**config.mk**
```make
export PLATFORM = sky130hd
export DESIGN_NAME = fbprr_ctrl
export DESIGN_NICKNAME = d
export VERILOG_FILES = /design/src/design/fbprr_pkg.sv /design/src/design/fbprr_ctrl.sv
export SDC_FILE = /design/constraint.sdc
export NUM_CORES = 1
export LEC_CHECK = 0
export ABC_AREA = 1
export BUFFER_PORTS_ARGS = -buffer_cell sky130_fd_sc_hd__buf_2
export CAP_MARGIN = 10
export CORE_AREA = 10 10 47 49
export DETAILED_ROUTE_END_ITERATION = 10
export DIE_AREA = 0 0 57 59
export GPL_TIMING_DRIVEN = 0
export MAX_ROUTING_LAYER = met4
export PLACE_DENSITY_LB_ADDON = 0.08
export SLEW_MARGIN = 40
export SYNTH_ARGS = -nofsm -noshare
export SYNTH_HDL_FRONTEND = slang
export SYNTH_SLANG_ARGS = --single-unit
```
**constraint.sdc**
```tcl
create_clock -name aclk -period 1 [get_ports aclk]
set_input_delay 0.15 -clock aclk [delete_from_list [all_inputs] [get_ports aclk]]
set_output_delay 0.15 -clock aclk [all_outputs]
set_load 0.02 [all_outputs]
```
**src/design/fbprr_pkg.sv**
```systemverilog
// Shared types, constants and helper functions of the free-block pool.
`default_nettype none

package fbprr_pkg;

    // Pool geometry
    localparam int FLASH_COUNT      = 8;
    localparam int BLOCKS_PER_FLASH = 4096;
    localparam int PLANE_COUNT      = 2;

    localparam int NUM_Q        = PLANE_COUNT * FLASH_COUNT;
    localparam int Q_CAP        = (BLOCKS_PER_FLASH + PLANE_COUNT - 1) / PLANE_COUNT;
    localparam int MEM_DEPTH    = NUM_Q * Q_CAP;
    localparam int TOTAL_BLOCKS = FLASH_COUNT * BLOCKS_PER_FLASH;

    // Field widths of the beats
    localparam int CMD_W   = 1;
    localparam int FLASH_W = 3;
    localparam int BLK_W   = 12;
    localparam int STAT_W  = 2;
    localparam int COUNT_W = 16;

    // Internal widths
    localparam int Q_W    = (NUM_Q > 1) ? $clog2(NUM_Q) : 1;
    localparam int POS_W  = (Q_CAP > 1) ? $clog2(Q_CAP) : 1;
    localparam int CNT_W  = $clog2(Q_CAP + 1);
    localparam int ADDR_W = $clog2(MEM_DEPTH);
    localparam int FREE_W = $clog2(TOTAL_BLOCKS + 1);
    localparam int RR_W   = 2 * NUM_Q;

    // Command codes
    localparam logic [CMD_W-1:0] CMD_TAKE = 1'b0;
    localparam logic [CMD_W-1:0] CMD_PUT  = 1'b1;

    // Status codes
    localparam logic [STAT_W-1:0] ST_OK    = 2'd0;
    localparam logic [STAT_W-1:0] ST_EMPTY = 2'd1;
    localparam logic [STAT_W-1:0] ST_FULL  = 2'd2;

    typedef struct packed {
        logic [CMD_W-1:0]   cmd;
        logic [FLASH_W-1:0] flash_index;
        logic [BLK_W-1:0]   block_index;
    } in_item_t;

    typedef struct packed {
        logic [STAT_W-1:0]  status;
        logic [FLASH_W-1:0] flash_out;
        logic [BLK_W-1:0]   block_out;
        logic [COUNT_W-1:0] free_count;
    } out_item_t;

    // Controller to datapath
    typedef struct packed {
        logic capture;
        logic exec;
        logic load;
    } dp_cmd_t;

    // Datapath to controller
    typedef struct packed {
        logic out_free;
    } dp_stat_t;

    // Number of blocks a queue holds after reset
    function automatic int init_count(input logic [Q_W-1:0] q);
        int plane;
        plane = 32'(q) / FLASH_COUNT;
        return (BLOCKS_PER_FLASH - plane + PLANE_COUNT - 1) / PLANE_COUNT;
    endfunction

endpackage

`default_nettype wire

```
**src/design/fbprr_ctrl.sv**
```systemverilog
// Sequencing state machine of the free-block pool.
`default_nettype none

module fbprr_ctrl (
    input  logic                aclk,
    input  logic                aresetn,
    input  logic                s_valid,
    output logic                s_ready,
    input  fbprr_pkg::dp_stat_t stat,
    output fbprr_pkg::dp_cmd_t  cmd
);

    typedef enum logic [2:0] {
        ST_IDLE = 3'b001,
        ST_EXEC = 3'b010,
        ST_LOAD = 3'b100
    } state_t;

    state_t state_reg;
    state_t state_next;

    // Take a beat when idle, or when the finished result moves out
    always_comb begin
        s_ready = (state_reg == ST_IDLE) || ((state_reg == ST_LOAD) && stat.out_free);
    end

    always_comb begin
        cmd.capture = s_valid && s_ready;
        cmd.exec    = (state_reg == ST_EXEC);
        cmd.load    = (state_reg == ST_LOAD) && stat.out_free;
    end

    // Advance through execute and load, hold in load while the output is full
    always_comb begin
        state_next = state_reg;
        unique case (state_reg)
            ST_IDLE: begin
                if (s_valid) begin
                    state_next = ST_EXEC;
                end
            end
            ST_EXEC: begin
                state_next = ST_LOAD;
            end
            ST_LOAD: begin
                if (stat.out_free) begin
                    state_next = s_valid ? ST_EXEC : ST_IDLE;
                end
            end
            default: begin
                state_next = ST_IDLE;
            end
        endcase
    end

    always_ff @(posedge aclk) begin
        if (!aresetn) begin
            state_reg <= ST_IDLE;
        end else begin
            state_reg <= state_next;
        end
    end

endmodule

`default_nettype wire

```
**Yosys cells after proc, flatten, opt, wreduce, memory -nomap -nowiden**

Cells that the tools add are included.
Widths: inputs -> output; s select.

- Bits in registers: 3
- Bits of input ports: 4

- Reductions and logical operators: 4
- Equality and inequality tests: 5
- Mux-type cells: 4

Operators by type and width:

| operator | count |
|---|---|
| $pmux 3 s3 | 1 |
| $mux 3 | 2 |
| $ne 2x2->1 const B | 2 |
| $eq 3x1->1 const B | 1 |
| $eq 3x2->1 const B | 1 |
| $eq 3x3->1 const B | 1 |
| $logic_and 1x1->1 | 2 |
| $mux 2 | 1 |
| $reduce_and 2->1 | 1 |
| $logic_or 1x1->1 | 1 |

**Logic depth before layout (Yosys ltp)**

Gate-level depths: netlist of the first run.

- Depth in word-level cells: 4
- Gate-level depth with buffers: 7
- Mapped depth without buffers: 7

**Worst setup path after synthesis of the first run**

Ideal clock, no wire load.

- Kind: flip-flop to output port
- From: reg state_reg[0]
- To: out cmd[2] in the netlist's numbering
- Path slack: -0.148 ns
- Data arrival time: 0.998 ns
- Stages on the path, launching flop included: 6
- Path buffers: 0
- Cells stage by stage: dfxtp_1 > nor2_2 > nand2_2 > o21ai_2 > nand2_2 > inv_1

RTL lines:

| item | line | RTL |
|---|---|---|
| start, declared | fbprr_ctrl.sv:19 | `state_t state_reg;` |
| start signal, assigned | fbprr_ctrl.sv:60 | `state_reg <= state_next;` |
| end, declared | fbprr_ctrl.sv:10 | `output fbprr_pkg::dp_cmd_t cmd` |

==> metrics.md, run 1 <==
| Metric | Value |
|---|---|
| Clock slew at reported path FFs | `0.04 ns` |
| Cells after Synth | `28` |
| Final instance area | `between 300 and 400 µm²` |
| Register bit count reported by yosys | `3` |
| Setup slack after layout | `-0.2633 ns` |
| Max reg flops | `3` |
| Num CTS Buffers | `3` |
| Cell Pwr Density | `1440 mW/mm²` |
| DRC | `0` |
| Clock share of power | `0.433` |
| Worst setup path class | `flip-flop to output pin` |
| Htree depth | `1` |
| Layout area overhead | `92.86%` |
| First-pass GRT wire length | `approximately 770 µm` |
| Register area share after synthesis | `0.3429` |
| CORE AREA | `0.001401 mm²` |
| Violations in the final reports | `setup timing` |
| Detail-routed net length per standard cell | `8.000 µm` |
| RSZ-0062 raised after global routing | `yes` |
| Floorplan row count | `14` |
| MaxCap Viol Count | `0` |
| Placed cells | `51` |
| Tot Pwr | `0.4864 mW` |
| R2R Setup Slk | `0 ns` |
| Detail Placement HPWL | `362.4 µm` |
| Maximum clock rate | `791.6 MHz` |
| Share of layout cells above drive strength 1 | `0.6744` |
| CP dominant cell by count | `nand2_2` |
| Setup violators final | `4` |
| Syn. warnings | `0` |
| Outcome | `finished with violations` |
| Combinational power share | `0.278` |
| Die Span X | `about 57 µm` |
| Via density | `3.492` |
| Seq pwr share | `0.289` |
| Hold Path Class | `primary input to flip-flop` |
| Routability cong. | `0.6746` |
| Total vias in the final route | `206` |
| Crit-path cells | `nor2_2 > nand2_2 > o21ai_4 > nand2_2 > inv_2 > buf_6` |
| Die Y | `between 50 and 60 µm` |
| Count of cell types in the netlist | `10` |
| Clock sink count | `3` |
| Longest Clk Path Bufs | `2` |
| Number of global-route vias before repair | `214` |
| Iteration count of the initial detailed-routing pass | `1` |
| Root Driver | `clkbuf_4` |
| Final WL | `roughly 470 µm` |
| Initial antenna violation count | `0` |
| Worst Setup SP | `state_reg[1]` |
| Switching pwr | `about 0.14 mW` |
| Hold Slack | `0.1895 ns` |
| Io pins | `8` |
| Worst-skew pair later-pin latency | `0.23 ns` |
| Starting density of the core | `0.1250` |
| CTS Hold Bufs | `0` |
| Worst-path maximum fanout | `3` |
| ANT nets after route | `0` |
| Grt ovf | `0` |
| Syn avg cell area | `6.256 µm²` |
| Least-Margin Pin Slew | `0.2128 ns` |
| Fin. max-slew vios | `0` |
| Min Clock Period, post-route | `~1.3 ns` |
| Die ar. | `0.003363 mm²` |
| Slew HR | `0.8580` |
| Hold path startpoint | `aresetn` |
| Max Clock Skew | `0.0001461 ns` |
| Slowest cell on the critical path | `dfxtp_2` |
| Critical Path AT | `1.11 ns` |
| Worst setup SP type | `flip-flop` |
| # diodes | `0` |
| Hold Vio Cnt, Final | `0` |
| CTS tree | `built` |
| P_int | `0.3438 mW` |
| Leakage power figure | `0.1750 nW` |
| # port buffers | `7` |
| Finished Layout Cells | `59` |
| Largest net degree at the start of global routing | `4` |
| Area after DPL | `237.7 µm²` |
| Net count after synthesis | `32` |
| Initial DRC Count | `0` |
| Net Sw Frac | `0.2933` |
| VDD IR max | `roughly 640 µV` |
| CP endpoint kind | `output pin` |
| Tcrit/Tclk final | `1.263` |
| Post-Syn Area | `175.2 µm²` |
| Crit path largest cell delay | `0.32 ns` |
| Worst r2r src | `state_reg[1]` |
| Total global-route track usage | `0.03456` |
| Critical Path RT | `0.85 ns` |
| # nets final | `48` |
-- critical path, delay by kind of cell, from the launching register on --
family / cells / cell delay, ns
DFF: 1 / 0.32
buffers and inverters: 2 / 0.15
and+or+nand+nor: 3 / 0.26
AOI/OAI and AO/OA: 1 / 0.15
-- logic make-up (layout without fill, tap and decap cells) --
logic type / count (synthesis) / in the layout / synth area share
simple gates: 16 / 16 / 0.4285
buf+inv: 7 / 22 / 0.1500
compound gates: 2 / 2 / 0.07855
flops: 3 / 3 / 0.3429
-- final cells by class --
cell class              count  area [µm²]
well taps                  16       20.02
repair buffers             11       83.83
inverters                   7       26.28
fillers                   176        1064
clock buffers               4       26.28
multi-input cells          18       117.6
flip-flops and latches      3       63.81
-- per-layer routing --
metal	GRT usage	up-vias	routed length [µm]
met1	0.02594	84	195
met2	0.04651	8	217
met3	0.01717	2	32
met4	0.06040	0	27
met5	-	-	0
li1	-	112	-
-- cell usage in the layout (no fill, tap or decap) --
cell | netlist | routed
a21oi_2 | 0 | 1
buf_2 | 0 | 4
buf_4 | 0 | 4
buf_6 | 0 | 3
clkbuf_1 | 0 | 1
clkbuf_4 | 0 | 3
dfxtp_2 | 0 | 3
inv_1 | 7 | 5
inv_2 | 0 | 2
nand2_1 | 6 | 5
nand2_2 | 2 | 3
nand3_2 | 0 | 1
nand3b_1 | 1 | 1
nor2_1 | 4 | 2
nor2_2 | 2 | 3
nor2_4 | 0 | 1
o21ai_4 | 0 | 1
-- power by group through the flow --
stage                     Clock [mW]  Sequential (mW)  Combinational [mW]
after floorplan                    0            0.138              0.0763
final                          0.211            0.141               0.135
after global routing           0.236            0.142               0.150
after CTS                      0.224            0.140               0.132
after detailed placement           0            0.140               0.105
after global placement             0            0.140               0.107
-- final timing paths --
path | endpoint | depth (start not counted)
worst min-delay path | state_reg[1] | 3
worst min register to register | state_reg[2] | 2
worst max register to register | state_reg[0] | 6
worst max-delay path | cmd[2] | 6
-- synthesized netlist by cell type --
cell type  n  share of area
nand2_2    2          0.071
o21ai_2    1          0.050
inv_1      7           0.15
nand2_1    6           0.13
nand3_1    1          0.029
nor2_2     2          0.071
nor2_1     4          0.086
nand3b_1   1          0.043
dfxtp_1    3           0.34
a21oi_1    1          0.029
-- timing repair --
action,4_1_cts,5_1_grt
buffers inserted,4,0
resized for setup,8,8
pin swaps,3,2
setup endpoints to repair,4,7
-- metrics by stage --
stage            util  TNS [ns]  worst slack (ns)
3_5_place_dp   0.1696   -0.1017          -0.09227
6_report       0.2411   -0.8182           -0.2633
2_1_floorplan       -  -0.05253          -0.05253
4_1_cts        0.2232   -0.9745           -0.3032
3_3_place_gp   0.1696   -0.1382           -0.1140
5_1_grt        0.2411    -1.273           -0.3522
Note: power is estimated with default switching activity, not from simulation.
==> run 2, diff against run 1 <==
- BUFFER_PORTS_ARGS: -buffer_cell sky130_fd_sc_hd__buf_2 -> not set
- CTS_CLUSTER_SIZE: not set -> 16
- DONT_BUFFER_PORTS: not set -> 1
==> run 2 against run 1 <==
Effect of this change:
- the run still ends with setup timing left
- non-clock buffer count decreased by 5
- combinational power is 7% lower
- clock-buffer cell count unchanged
- final cell count decreased by 8.5%
- register-to-register slack got worse by 0.22 ns
- highest routed layer unchanged
- clock power up 3%
- maximum frequency shrank 4.6%
- critical path depth decreased by 1
- hold slack got worse by 0.097 ns
- clock skew grew 0.0024 ns
==> metrics.md, run 2 (same netlist as run 1, synthesis figures left out) <==
| Metric | Value |
|---|---|
| Outcome | `finished with violations` |
| Violations in the final reports | `setup timing` |
| Worst Setup SP | `state_reg[1]` |
| Least-Margin Pin Slew | `0.2444 ns` |
| Total global-route track usage | `0.03810` |
| Hold Slack | `0.09274 ns` |
| VDD IR max | `409.8 µV` |
| Critical Path RT | `0.85 ns` |
| MaxCap Viol Count | `0` |
| Layout area overhead | `74.29%` |
| Via density | `3.722` |
| Slowest cell on the critical path | `dfxtp_2` |
| CP endpoint kind | `output pin` |
| Routability cong. | `about 0.63` |
| Slew HR | `0.8365` |
| Setup violators final | `7` |
| DRC | `0` |
| Worst setup path class | `flip-flop to output pin` |
| First-pass GRT wire length | `roughly 810 µm` |
| Num CTS Buffers | `3` |
| Clock slew at reported path FFs | `0.04 ns` |
| CP dominant cell by count | `nand2_2` |
| Initial antenna violation count | `0` |
| Crit-path cells | `nor2_2 > nand2_2 > o21ai_4 > nand2_2 > inv_4` |
| Worst-skew pair later-pin latency | `0.24 ns` |
| # fillers | `between 150 and 200` |
| Worst path bufs/invs | `1` |
| # diodes | `0` |
| Clock sink count | `3` |
| ANT nets after route | `0` |
| Number of global-route vias before repair | `216` |
| Sequential Area | `62.56 µm²` |
| Detail Placement HPWL | `367.6 µm` |
| Grt ovf | `0` |
| Worst r2r src | `state_reg[1]` |
| Tcrit/Tclk final | `1.324` |
| Hold Path Class | `primary input to flip-flop` |
| RSZ-0062 raised after global routing | `yes` |
| Largest net degree at the start of global routing | `4` |
| CTS tree | `built` |
| Worst-path maximum fanout | `3` |
| CP top delay family | `flip-flops` |
| Leakage power figure | `0.1513 nW` |
| Initial DRC Count | `3` |
| Io pins | `8` |
| Floorplan row count | `14` |
| Cell Pwr Density | `1573 mW/mm²` |
| Detail-routed net length per standard cell | `9.685 µm` |
| Crit path largest cell delay | `0.32 ns` |
| Commonest non-fill, non-tap cell in the layout | `nand2_1` |
| Tot Pwr | `0.4803 mW` |
| Total vias in the final route | `201` |
| Fin. max-slew vios | `0` |
| Most frequent cells in the layout | `nand2_1, inv_1, buf_4` |
| Htree depth | `1` |
| # port buffers | `0` |
| Critical Path AT | `between 1 and 1.5 ns` |
| Max Clock Skew | `approximately 0.0025 ns` |
| Max reg flops | `3` |
| Die ar. | `0.003363 mm²` |
| Die Span X | `between 50 and 60 µm` |
| Worst setup SP type | `flip-flop` |
| Root Driver | `clkbuf_4` |
| Min Clock Period, post-route | `between 1 and 1.5 ns` |
| Starting density of the core | `0.1250` |
| Hold path startpoint | `aresetn` |
| Maximum clock rate | `755.4 MHz` |
| Longest Clk Path Bufs | `2` |
| Multi-input logic area | `115.1 µm²` |
| Final WL | `approximately 520 µm` |
| Die Y | `59 µm` |
| # nets final | `43` |
| Hold Vio Cnt, Final | `0` |
| Setup slack after layout | `-0.3238 ns` |
| Share of layout cells above drive strength 1 | `0.6053` |
| Iteration count of the initial detailed-routing pass | `2` |
| CORE AREA | `0.001401 mm²` |
-- run 2: cell types whose count changed in the layout (fill, tap and decap cells not counted) --
cell	before	now
buf_2	4	0
buf_6	3	2
dfxtp_1	0	1
dfxtp_2	3	2
inv_1	5	4
inv_4	0	1
nor2_1	2	3
nor2_2	3	2
-- run 2: worst reg2reg max path, stage by stage, from the launching register on --
cell and delay, ns:
dfxtp_2 0.32, nor2_2 0.11, nand2_2 0.08, o21ai_4 0.23, nand2_2 0.12, buf_4 0.14
buf_6 0.10, nor2_2 0.06
-- run 2: layer usage --
metal  share of wire  track usage
met1            0.42      0.02712
met2            0.46      0.05116
met3           0.034      0.01288
met4           0.086      0.08054
met5               0            -
-- run 2: final cells by class --
type,instances,share of cell area
Tap cell,16,0.06557
Inverter,7,0.09426
Clock buffer,4,0.08607
Multi-Input combinational cell,18,0.3770
Timing Repair Buffer,6,0.1721
Sequential cell,3,0.2049
-- run 2: timing repair --
action / 4_1_cts / 5_1_grt
setup buffers: 3 / 3
endpoints found under the setup margin: 5 / 7
gates resized for setup: 6 / 6
hold buffers: 0 / 0
pin swaps: 4 / 5
-- run 2: final timing paths --
kind / to / slack, ns / cells after the start
worst max-delay path: cmd[2] / -0.32 / 5
worst min-delay path: state_reg[2] / 0.09 / 2
worst max register to register: state_reg[1] / -0.22 / 7
worst min register to register: state_reg[2] / 0.57 / 2
-- run 2: through the flow --
step	cell area (µm²)	setup WS, ns	utilization	setup TNS [ns]	std cells
6_report	305.3	-0.3238	0.2179	-1.377	54
3_5_place_dp	202.7	-0.1280	0.1446	-0.1492	44
4_1_cts	264.0	-0.3725	0.1884	-1.219	51
2_1_floorplan	182.7	-0.05253	-	-0.05253	28
5_1_grt	305.3	-0.4100	0.2179	-1.914	54
3_3_place_gp	202.7	-0.1396	0.1446	-0.1724	44
-- run 2: power by group --
group / leakage [nW] / internal [mW] / total [mW] / switching (mW)
registers: 0.0255 / 0.131 / 0.138 / 0.00760
clock network: 0.0150 / 0.150 / 0.217 / 0.0672
logic: 0.111 / 0.0525 / 0.125 / 0.0724
